**src/design/srmc_pkg.sv**
```systemverilog
// Shared types and codes for the servo ramp mode controller.
`default_nettype none

package srmc_pkg;

  // Stored mode codes; codes ten to fifteen may be stored and act as no update.
  typedef enum logic [3:0] {
    MODE_DEACTIVE   = 4'd0,
    MODE_NORMAL     = 4'd1,
    MODE_RAMPDOWN   = 4'd2,
    MODE_RAMPUP     = 4'd3,
    MODE_DEADLOW    = 4'd4,
    MODE_ACTIVEHIGH = 4'd5,
    MODE_STANDBY    = 4'd6,
    MODE_SENSOR     = 4'd7,
    MODE_IMMEDIATE  = 4'd8,
    MODE_NOUPDATE   = 4'd9
  } mode_t;

  // Request kinds; the fourth code is ignored.
  typedef enum logic [1:0] {
    KIND_TICK       = 2'd0,
    KIND_MODE_WRITE = 2'd1,
    KIND_INIT       = 2'd2
  } kind_t;

  // Configuration register indexes.
  localparam logic [1:0] REG_LOW_SETTING  = 2'd0;
  localparam logic [1:0] REG_HIGH_SETTING = 2'd1;
  localparam logic [1:0] REG_STEP_SIZE    = 2'd2;

  localparam logic [7:0] LOW_SETTING_RESET  = 8'd90;
  localparam logic [7:0] HIGH_SETTING_RESET = 8'd0;
  localparam logic [7:0] STEP_SIZE_RESET    = 8'd1;

  typedef struct packed {
    kind_t       kind;
    mode_t       new_mode;
    logic        local_sensor;
    logic        any_sensor_updated;
    logic        actuation_on;
  } item_t;

  typedef struct packed {
    mode_t       stored_mode;
    logic [7:0]  current_angle;
    logic [7:0]  written_angle;
    logic [7:0]  step_size;
  } chan_state_t;

endpackage

`default_nettype wire

```
**src/design/srmc_in_reg.sv**
```systemverilog
// Input register stage: holds one accepted request until the step logic takes it.
`default_nettype none

module srmc_in_reg
  import srmc_pkg::*;
(
  input  wire logic       clk,
  input  wire logic       rst,
  input  wire logic       s_tvalid,
  output logic            s_tready,
  input  wire logic [7:0] s_tdata,   // new_mode[3:0], local_sensor[4],
                                     // any_sensor_updated[5], actuation_on[6], zero[7]
  input  wire logic [1:0] s_tuser,   // kind[1:0]
  input  wire logic       advance,
  output logic            in_valid,
  output item_t           item
);

  // A held request leaves when the next stage advances.
  assign s_tready = !in_valid || advance;

  always_ff @(posedge clk) begin
    if (rst) begin
      in_valid <= 1'b0;
    end else if (s_tready) begin
      in_valid <= s_tvalid;
    end
  end

  // Payload capture; no reset needed.
  always_ff @(posedge clk) begin
    if (s_tvalid && s_tready) begin
      item.kind               <= kind_t'(s_tuser);
      item.new_mode           <= mode_t'(s_tdata[3:0]);
      item.local_sensor       <= s_tdata[4];
      item.any_sensor_updated <= s_tdata[5];
      item.actuation_on       <= s_tdata[6];
    end
  end

endmodule

`default_nettype wire

```
**src/design/srmc_step.sv**
```systemverilog
// Combinational step logic: next channel state and write strobe for one request.
`default_nettype none

module srmc_step
  import srmc_pkg::*;
(
  input  wire item_t       item,
  input  wire chan_state_t st,
  input  wire logic [7:0]  low_setting,
  input  wire logic [7:0]  high_setting,
  output chan_state_t      st_next,
  output logic             strobe
);

  logic [8:0] up_sum;
  logic [8:0] down_diff;
  logic       up_clamp;
  logic       down_clamp;
  logic [7:0] up_angle;
  logic [7:0] down_angle;
  mode_t      act_mode;

  // Stepping toward the low setting (add) and toward the high setting (subtract).
  always_comb begin
    up_sum     = {1'b0, st.current_angle} + {1'b0, st.step_size};
    up_clamp   = (up_sum >= {1'b0, low_setting});
    up_angle   = up_clamp ? low_setting : up_sum[7:0];
    down_diff  = {1'b0, st.current_angle} - {1'b0, st.step_size};
    down_clamp = down_diff[8] || (down_diff[7:0] <= high_setting);
    down_angle = down_clamp ? high_setting : down_diff[7:0];
  end

  // The local sensor overrides the stored mode for this tick only.
  assign act_mode = item.local_sensor ? MODE_SENSOR : st.stored_mode;

  always_comb begin
    st_next = st;
    strobe  = 1'b0;
    unique case (item.kind)
      KIND_TICK: begin
        // The update flag turns a running ramp into active-high unless the ramp reverses this tick.
        if (item.any_sensor_updated &&
            (st.stored_mode == MODE_RAMPDOWN || st.stored_mode == MODE_RAMPUP)) begin
          st_next.stored_mode = MODE_ACTIVEHIGH;
        end
        unique case (act_mode)
          MODE_NORMAL: begin
            st_next.current_angle = item.actuation_on ? high_setting : low_setting;
            st_next.stored_mode   = MODE_NOUPDATE;
          end
          MODE_RAMPDOWN: begin
            st_next.current_angle = up_angle;
            if (up_clamp) st_next.stored_mode = MODE_RAMPUP;
          end
          MODE_RAMPUP: begin
            st_next.current_angle = down_angle;
            if (down_clamp) st_next.stored_mode = MODE_RAMPDOWN;
          end
          MODE_DEADLOW: begin
            st_next.current_angle = up_angle;
            if (up_clamp) st_next.stored_mode = MODE_NOUPDATE;
          end
          MODE_ACTIVEHIGH: begin
            st_next.current_angle = down_angle;
            if (down_clamp) st_next.stored_mode = MODE_STANDBY;
          end
          MODE_SENSOR: begin
            st_next.current_angle = up_angle;
          end
          MODE_IMMEDIATE: begin
            st_next.current_angle = high_setting;
          end
          default: begin
          end
        endcase
        // Send the angle when it moved and the channel is not deactivated.
        if (st_next.stored_mode != MODE_DEACTIVE &&
            st_next.current_angle != st.written_angle) begin
          st_next.written_angle = st_next.current_angle;
          strobe                = 1'b1;
        end
      end
      KIND_MODE_WRITE: begin
        st_next.stored_mode = item.new_mode;
      end
      KIND_INIT: begin
        // Initialise forces a send of the rest angle and resets the step.
        if (st.stored_mode != MODE_DEACTIVE) begin
          st_next.current_angle = low_setting;
          st_next.written_angle = low_setting;
          st_next.step_size     = 8'd1;
          strobe                = 1'b1;
        end
      end
      default: begin
      end
    endcase
  end

endmodule

`default_nettype wire

```
**src/design/servo_ramp_mode_controller.sv**
```systemverilog
// Top level of the servo ramp mode controller: state, settings and result register.
// A request accepted into the input register passes through the step logic into the
// result register when that register is empty or being drained.
// Throughput: one request per cycle unless the result is stalled; the step logic between
// the input register and the result register is a single add, subtract and compare.
// Reset (synchronous, active high): settings 90/0/1, mode no update, angles 90,
// both register stages empty.
`default_nettype none

module servo_ramp_mode_controller
  import srmc_pkg::*;
(
  input  wire logic        clk,
  input  wire logic        rst,
  input  wire logic        s_tvalid,
  output logic             s_tready,
  input  wire logic [7:0]  s_tdata,   // new_mode[3:0], local_sensor[4],
                                      // any_sensor_updated[5], actuation_on[6], zero[7]
  input  wire logic [1:0]  s_tuser,   // kind[1:0]
  output logic             m_tvalid,
  input  wire logic        m_tready,
  output logic [15:0]      m_tdata,   // angle[7:0], write_strobe[8], mode_now[12:9],
                                      // zero[15:13]
  input  wire logic        cfg_we,
  input  wire logic [1:0]  cfg_index,
  input  wire logic [7:0]  cfg_data
);

  logic        advance;
  logic        in_valid;
  logic        proc;
  item_t       item;
  chan_state_t st;
  chan_state_t st_next;
  logic        strobe;
  logic [7:0]  low_setting;
  logic [7:0]  high_setting;
  logic [7:0]  out_angle;
  logic        out_strobe;
  mode_t       out_mode;

  // The result register is free when empty or being drained.
  assign advance = !m_tvalid || m_tready;
  assign proc    = in_valid && advance;

  srmc_in_reg u_in_reg (
    .clk      (clk),
    .rst      (rst),
    .s_tvalid (s_tvalid),
    .s_tready (s_tready),
    .s_tdata  (s_tdata),
    .s_tuser  (s_tuser),
    .advance  (advance),
    .in_valid (in_valid),
    .item     (item)
  );

  srmc_step u_step (
    .item         (item),
    .st           (st),
    .low_setting  (low_setting),
    .high_setting (high_setting),
    .st_next      (st_next),
    .strobe       (strobe)
  );

  // Settings and channel state; initialise may also rewrite the step size.
  always_ff @(posedge clk) begin
    if (rst) begin
      low_setting      <= LOW_SETTING_RESET;
      high_setting     <= HIGH_SETTING_RESET;
      st.step_size     <= STEP_SIZE_RESET;
      st.stored_mode   <= MODE_NOUPDATE;
      st.current_angle <= LOW_SETTING_RESET;
      st.written_angle <= LOW_SETTING_RESET;
    end else begin
      if (cfg_we) begin
        unique case (cfg_index)
          REG_LOW_SETTING:  low_setting  <= cfg_data;
          REG_HIGH_SETTING: high_setting <= cfg_data;
          REG_STEP_SIZE:    st.step_size <= cfg_data;
          default: begin
          end
        endcase
      end
      if (proc) begin
        st <= st_next;
      end
    end
  end

  // Result register valid.
  always_ff @(posedge clk) begin
    if (rst) begin
      m_tvalid <= 1'b0;
    end else if (advance) begin
      m_tvalid <= in_valid;
    end
  end

  // Result payload.
  always_ff @(posedge clk) begin
    if (proc) begin
      out_angle  <= st_next.current_angle;
      out_strobe <= strobe;
      out_mode   <= st_next.stored_mode;
    end
  end

  assign m_tdata = {3'b000, out_mode, out_strobe, out_angle};

  // A stalled result freezes the channel's current angle and stored mode.
  a_stall_holds_state: assert property (@(posedge clk) disable iff (rst)
    (m_tvalid && !m_tready) |=> $stable(st.current_angle) && $stable(st.stored_mode))
    else $error("channel state changed while the result was stalled");

  // A strobed result carries the angle last sent to the servo.
  a_strobe_matches_sent: assert property (@(posedge clk) disable iff (rst)
    (m_tvalid && out_strobe) |-> (out_angle == st.written_angle))
    else $error("strobed angle differs from the sent angle");

  // A deactivated channel never strobes.
  a_no_strobe_deactive: assert property (@(posedge clk) disable iff (rst)
    (m_tvalid && out_strobe) |-> (out_mode != MODE_DEACTIVE))
    else $error("write strobe with deactivated mode");

  // Reset empties the result register.
  a_reset_empty: assert property (@(posedge clk)
    rst |=> !m_tvalid)
    else $error("result valid right after reset");

endmodule

`default_nettype wire

```
**config.mk**
```make
export PLATFORM = sky130hd
export DESIGN_NAME = servo_ramp_mode_controller
export DESIGN_NICKNAME = d
export VERILOG_FILES = /design/src/design/srmc_pkg.sv /design/src/design/srmc_in_reg.sv /design/src/design/srmc_step.sv /design/src/design/servo_ramp_mode_controller.sv
export SDC_FILE = /design/constraint.sdc
export NUM_CORES = 1
export LEC_CHECK = 0
export BUFFER_PORTS_ARGS = -buffer_cell sky130_fd_sc_hd__buf_2
export CAP_MARGIN = 10
export CORE_AREA = 2 2 110 112
export CTS_CLUSTER_SIZE = 16
export DETAILED_ROUTE_END_ITERATION = 12
export DIE_AREA = 0 0 112 114
export REMOVE_ABC_BUFFERS = 1
export SLEW_MARGIN = 20
export SYNTH_ARGS = -nofsm -noshare
export SYNTH_HDL_FRONTEND = slang
export SYNTH_HIERARCHICAL = 1
export SYNTH_SLANG_ARGS = --single-unit
```
**constraint.sdc**
```tcl
create_clock -name clk -period 5.5 [get_ports clk]
set_input_delay 0.275 -clock clk [delete_from_list [all_inputs] [get_ports clk]]
set_output_delay 0.275 -clock clk [all_outputs]
set_load 0.02 [all_outputs]
```
[After elaboration in Yosys (flattened, before gate mapping)]
Cells that the tools add are included.
Word-level totals
  register bits: 68
  bits in latches: 0
  bits in writable memories: 0
  bits in read-only memories: 0
  bits of input ports: 25
  output and inout port bits: 18
  word-level logic and storage cells: 85
  memories: 0
Operators by class
  add/subtract/negate cells: 2
  multiply operators: 0
  div/mod/pow operators: 0
  $lt $le $gt $ge: 2
  equal/unequal tests: 18
  shift operators: 0
  muxes and demuxes: 24
  bitwise operators: 0
  reduce and logical (&&, ||, !) cells: 23
Operators by type and width (count)
  $mux 8: 9
  $pmux 16 s2: 1
  $pmux 8 s4: 1
  $mux 4: 7
  $mux 24: 1
  $pmux 4 s5: 1
  $eq 4x2->1 const B: 4
  $eq 4x3->1 const B: 3
  $add 8x8->9: 1
  $ge 9x8->1: 1
  $sub 8x8->9: 1
  $le 8x8->1: 1
  $ne 2x1->1 const B: 4
  $ne 8x8->1: 1
  $pmux 4 s2: 1
  $reduce_and 4->1: 2
  $reduce_bool 4->1: 2
  $reduce_bool 2->1: 3
  $eq 2x1->1 const B: 2
  $eq 2x2->1 const B: 2
  $eq 4x1->1 const B: 1
  $eq 4x4->1 const B: 1
  $logic_and 1x1->1: 4
  $logic_not 2->1: 2
  other kinds (7): 13

[Longest topological paths before layout]
  word-level depth: 11
  gate-level depth with buffers: 22
  depth with buffers taken out: 20

[Modules after synthesis]
Netlist, hierarchy kept.
Modules (own cells, without submodules)
  srmc_step: times used 1, cells an instance 418, area an instance 2755.1 um2, seq. area each 0.0 um2
  servo_ramp_mode_controller: times used 1, cells an instance 207, area an instance 2219.6 um2, seq. area each 1291.2 um2
  srmc_in_reg: times used 1, cells an instance 14, area an instance 325.3 um2, seq. area each 290.3 um2

[Worst setup path before layout]
Ideal clock, no wire load.
  path type: reg2reg
  from: register st[0] (netlist name)
  to: register st[12] (netlist name)
  library setup time: 137 ps
  arrival: 4678 ps
  data required time: 5363 ps
  path slack: 685 ps
  cell stages (with the launch flop): 22
  path buffers: 1
  period minus slack after synthesis: 4815 ps
  cells stage by stage: dfxtp_1 ha_1 inv_1 fa_1 nor2_1 o311a_4 mux2_2 a211oi_1 ha_1 a21oi_1 o221ai_1 a21oi_1 and3_1 buf_6 a211oi_1 o32ai_2 o211ai_1 nor4_4 a31o_2 o221ai_1 nand3_1 nand3_1

==> out/results.txt <==
post-route cell area -> 0.00603 mm^2
TritonCTS buffer count -> 9
initial antenna violation count -> 0
Slew Limit Fails -> 0
Die Height -> 114 um
Nets -> 731
slowest CP cell -> fa_1
vias -> 5128
initial detailed-routing violation count -> 430
Seq/Total Area, Yosys -> 29.8%
RR Startpoint -> st[16]
Synth top area share -> 17.4%
clock tree from TritonCTS -> yes
vias in the first global route -> 4897
Synth Register Bits -> 68
FF+latch area -> 0.00158 mm^2
outcome -> finished clean
Wirelength per Cell -> 20.4 um
critical path arrival -> 5.39 ns
Max Clock Skew -> 0.0128 ns
fmax -> 0.192 GHz
Placed Instances -> 808
total internal power -> 1260 uW
setup bufs post-CTS -> 0
Clock Tree Buf Depth -> 2
layout cells sized above 1 -> 17.0%
TritonRoute pass-1 iters -> 4
r2r endpoint -> st[12]
Worst Hold Class -> input pin to flip-flop
drt total wl -> 16.8 mm
die footprint -> 0.0128 mm^2
switching share of power -> 33.2%
Setup violations, final -> 0
Cell Chain, Critical Path -> ha_1, inv_1, fa_1, nor2_2, o311a_4, mux2_2, a211oi_2, ha_1, a21oi_1, o221ai_1, a21oi_1, and3_1, buf_4, buf_4, o211ai_1, o211ai_1, o211ai_1, nor4_4, a31o_4, o221ai_1, nand3_1, nand3_1
largest net degree at the start of global routing -> 30
final period utilization -> 94.6%
DRC viols -> 0
ys flop type -> dfxtp_1
gpl congestion -> 0.904
switching pwr -> 627 uW
Synth cell types -> 81
first-pass GRT wire length -> 26.5 mm
Least-Margin Pin Slew -> 1.03 ns
non-filler cells, final -> 824
CTS clk-pin slew, worst paths -> 0.06 ns
CP delay by family, top -> compound AO/OA/AOI/OAI gates
Area growth syn-to-layout -> 13.7%
Hold Path Cell Cnt -> 1
number of max-cap violations -> 0
most frequent cells in the layout -> nor2_1 (55), inv_1 (54), a21oi_1 (47), dfxtp_1 (46), nand3_1 (41)
Reg2Reg Depth -> 22
io pins -> 43
ANT cells -> 0
clock share of power -> 37.0%
Comb pwr share -> 32.3%
clk_lat worst skew -> 0.35 ns
P_leak -> 0.00248 uW
crit end category -> flip-flop
Worst R2R Setup Slack -> 0.29 ns
Avg Vias per Cell -> 6.22
Mapped Area -> 0.00530 mm^2
CP Class -> flip-flop to flip-flop
Slew HR -> 31.1%
min Tclk post-route -> 5.21 ns
Global Route Usage Sum -> 26.7%
crit path max fanout -> 7
synthesized area per cell -> 8.29 um^2
# hold bufs at CTS -> 0
largest cells by area after synthesis -> dfxtp_1 (17%), edfxtp_1 (12%), ha_1 (7.6%)
core footprint -> 0.0117 mm^2
clock sinks -> 68
row cnt -> 40
most common cell after layout, fill and taps aside -> nor2_1
CP startpoint -> st[16]
H-tree depth -> 3
VDD IR-drop max -> 0.201 mV
Post-DP Area -> 0.00562 mm^2
synth warn -> 6
CP Buf/Inv Count -> 3
fillers -> 1153
Post-synth ARST share -> 0%
most frequent CP cell -> o211ai_1
hold worst-path end -> u_in_reg/item[3]
endpoints failing hold -> 0
sequential power share -> 30.7%
power per cell area -> 313 mW/mm^2
HP Start -> s_tdata[0]
Root Driver -> clkbuf_16
startpoint types -> flip-flop
Synth area leader -> dfxtp_1
area of the multi-input gates -> 0.00331 mm^2
Synth Instances -> 639
Worst path max stage delay -> 0.44 ns
setup TNS -> 0 ns
Overflow after GRT -> 0
die width -> 112 um
Post-synth EDFFs -> 22
unrepaired setup endpoints after global routing -> no
PortBufs -> 38
Post-DP HPWL -> 12.4 mm
Final ANT Viol Nets -> 0
required time worst endpoint -> 5.68 ns
Starting Density -> 45.3%
CP Depth -> 22
per-stage QoR:
step           power, uW  hold slack [ns]  util, %  worst slack, ns
3_5_place_dp        1170            0.453     48.0           0.0345
5_1_grt             1980           0.0944     51.5           0.0519
6_report            1890           0.0988     51.5            0.294
4_1_cts             1870           0.0933     51.1           0.0371
2_1_floorplan        961            0.337        -            0.594
3_3_place_gp        1150            0.451     48.0            0.144
layer usage:
metal	GRT usage, %	vias up	wire [um]
met5	0	-	0
met2	43.0	186	7730
met4	13.9	0	717
met3	3.72	44	802
met1	35.1	2477	7550
li1	-	2421	-
logic make-up (layout without fill, tap and decap cells):
family          after synthesis  count (layout)  synth area share, %
compound gates              200             200                 26.6
xor+xnor                     10              10                 1.65
flops                        68              68                 29.8
other cells                   1               3               0.0708
mux                          26              26                 4.93
fa+ha+maj                    34              34                 8.31
simple gates                201             201                 19.9
buf+inv                      99             135                 8.69
how the worst max path moves through the flow:
stage                     endpoint  slack [ns]
final                       st[12]        0.29
after global routing        st[12]        0.05
after CTS                   st[12]        0.04
after detailed placement    st[12]        0.03
after global placement      st[11]        0.14
after floorplan             st[12]        0.59
state kept, by name, summed over array words and instances (netlist names):
name / flops
high_setting: 8
m_tvalid: 1
st: 28
u_in_reg/item: 9
u_in_reg/in_valid: 1
out_mode: 4
low_setting: 8
out_strobe: 1
out_angle: 8
layout make-up:
cell class	count	share of cell area (%)
multi-input cells	474	55.0
flip-flops and latches	68	26.2
repair buffers	63	6.27
clock buffers	11	4.19
inverters	56	3.49
well taps	147	3.05
clock inverters	5	1.76
power groups by stage:
stage | sequential, uW | clock, uW | combinational (uW)
after floorplan | 590 | 0 | 372
after global placement | 589 | 0 | 566
after detailed placement | 591 | 0 | 580
after CTS | 580 | 705 | 585
after global routing | 584 | 730 | 662
final | 580 | 698 | 610
Yosys cell counts, types with 9 or more instances:
cell type and n:
a21oi_1 48, o21ai_0 27, buf_2 11, o31ai_1 10, ha_1 32, edfxtp_1 22, o21ai_1 21, nand3_1 41
mux2i_1 25, clkbuf_1 18, dfxtp_1 46, a31oi_1 13, inv_1 54, nor2_1 56, nand2_1 30, and3_1 10
o22ai_1 9
timing repair:
action / in CTS / in global routing
endpoints found under the setup margin: 3 / 9
pin swaps: 0 / 2
gates resized for setup: 1 / 11
Power figures use the tool's default switching activity.
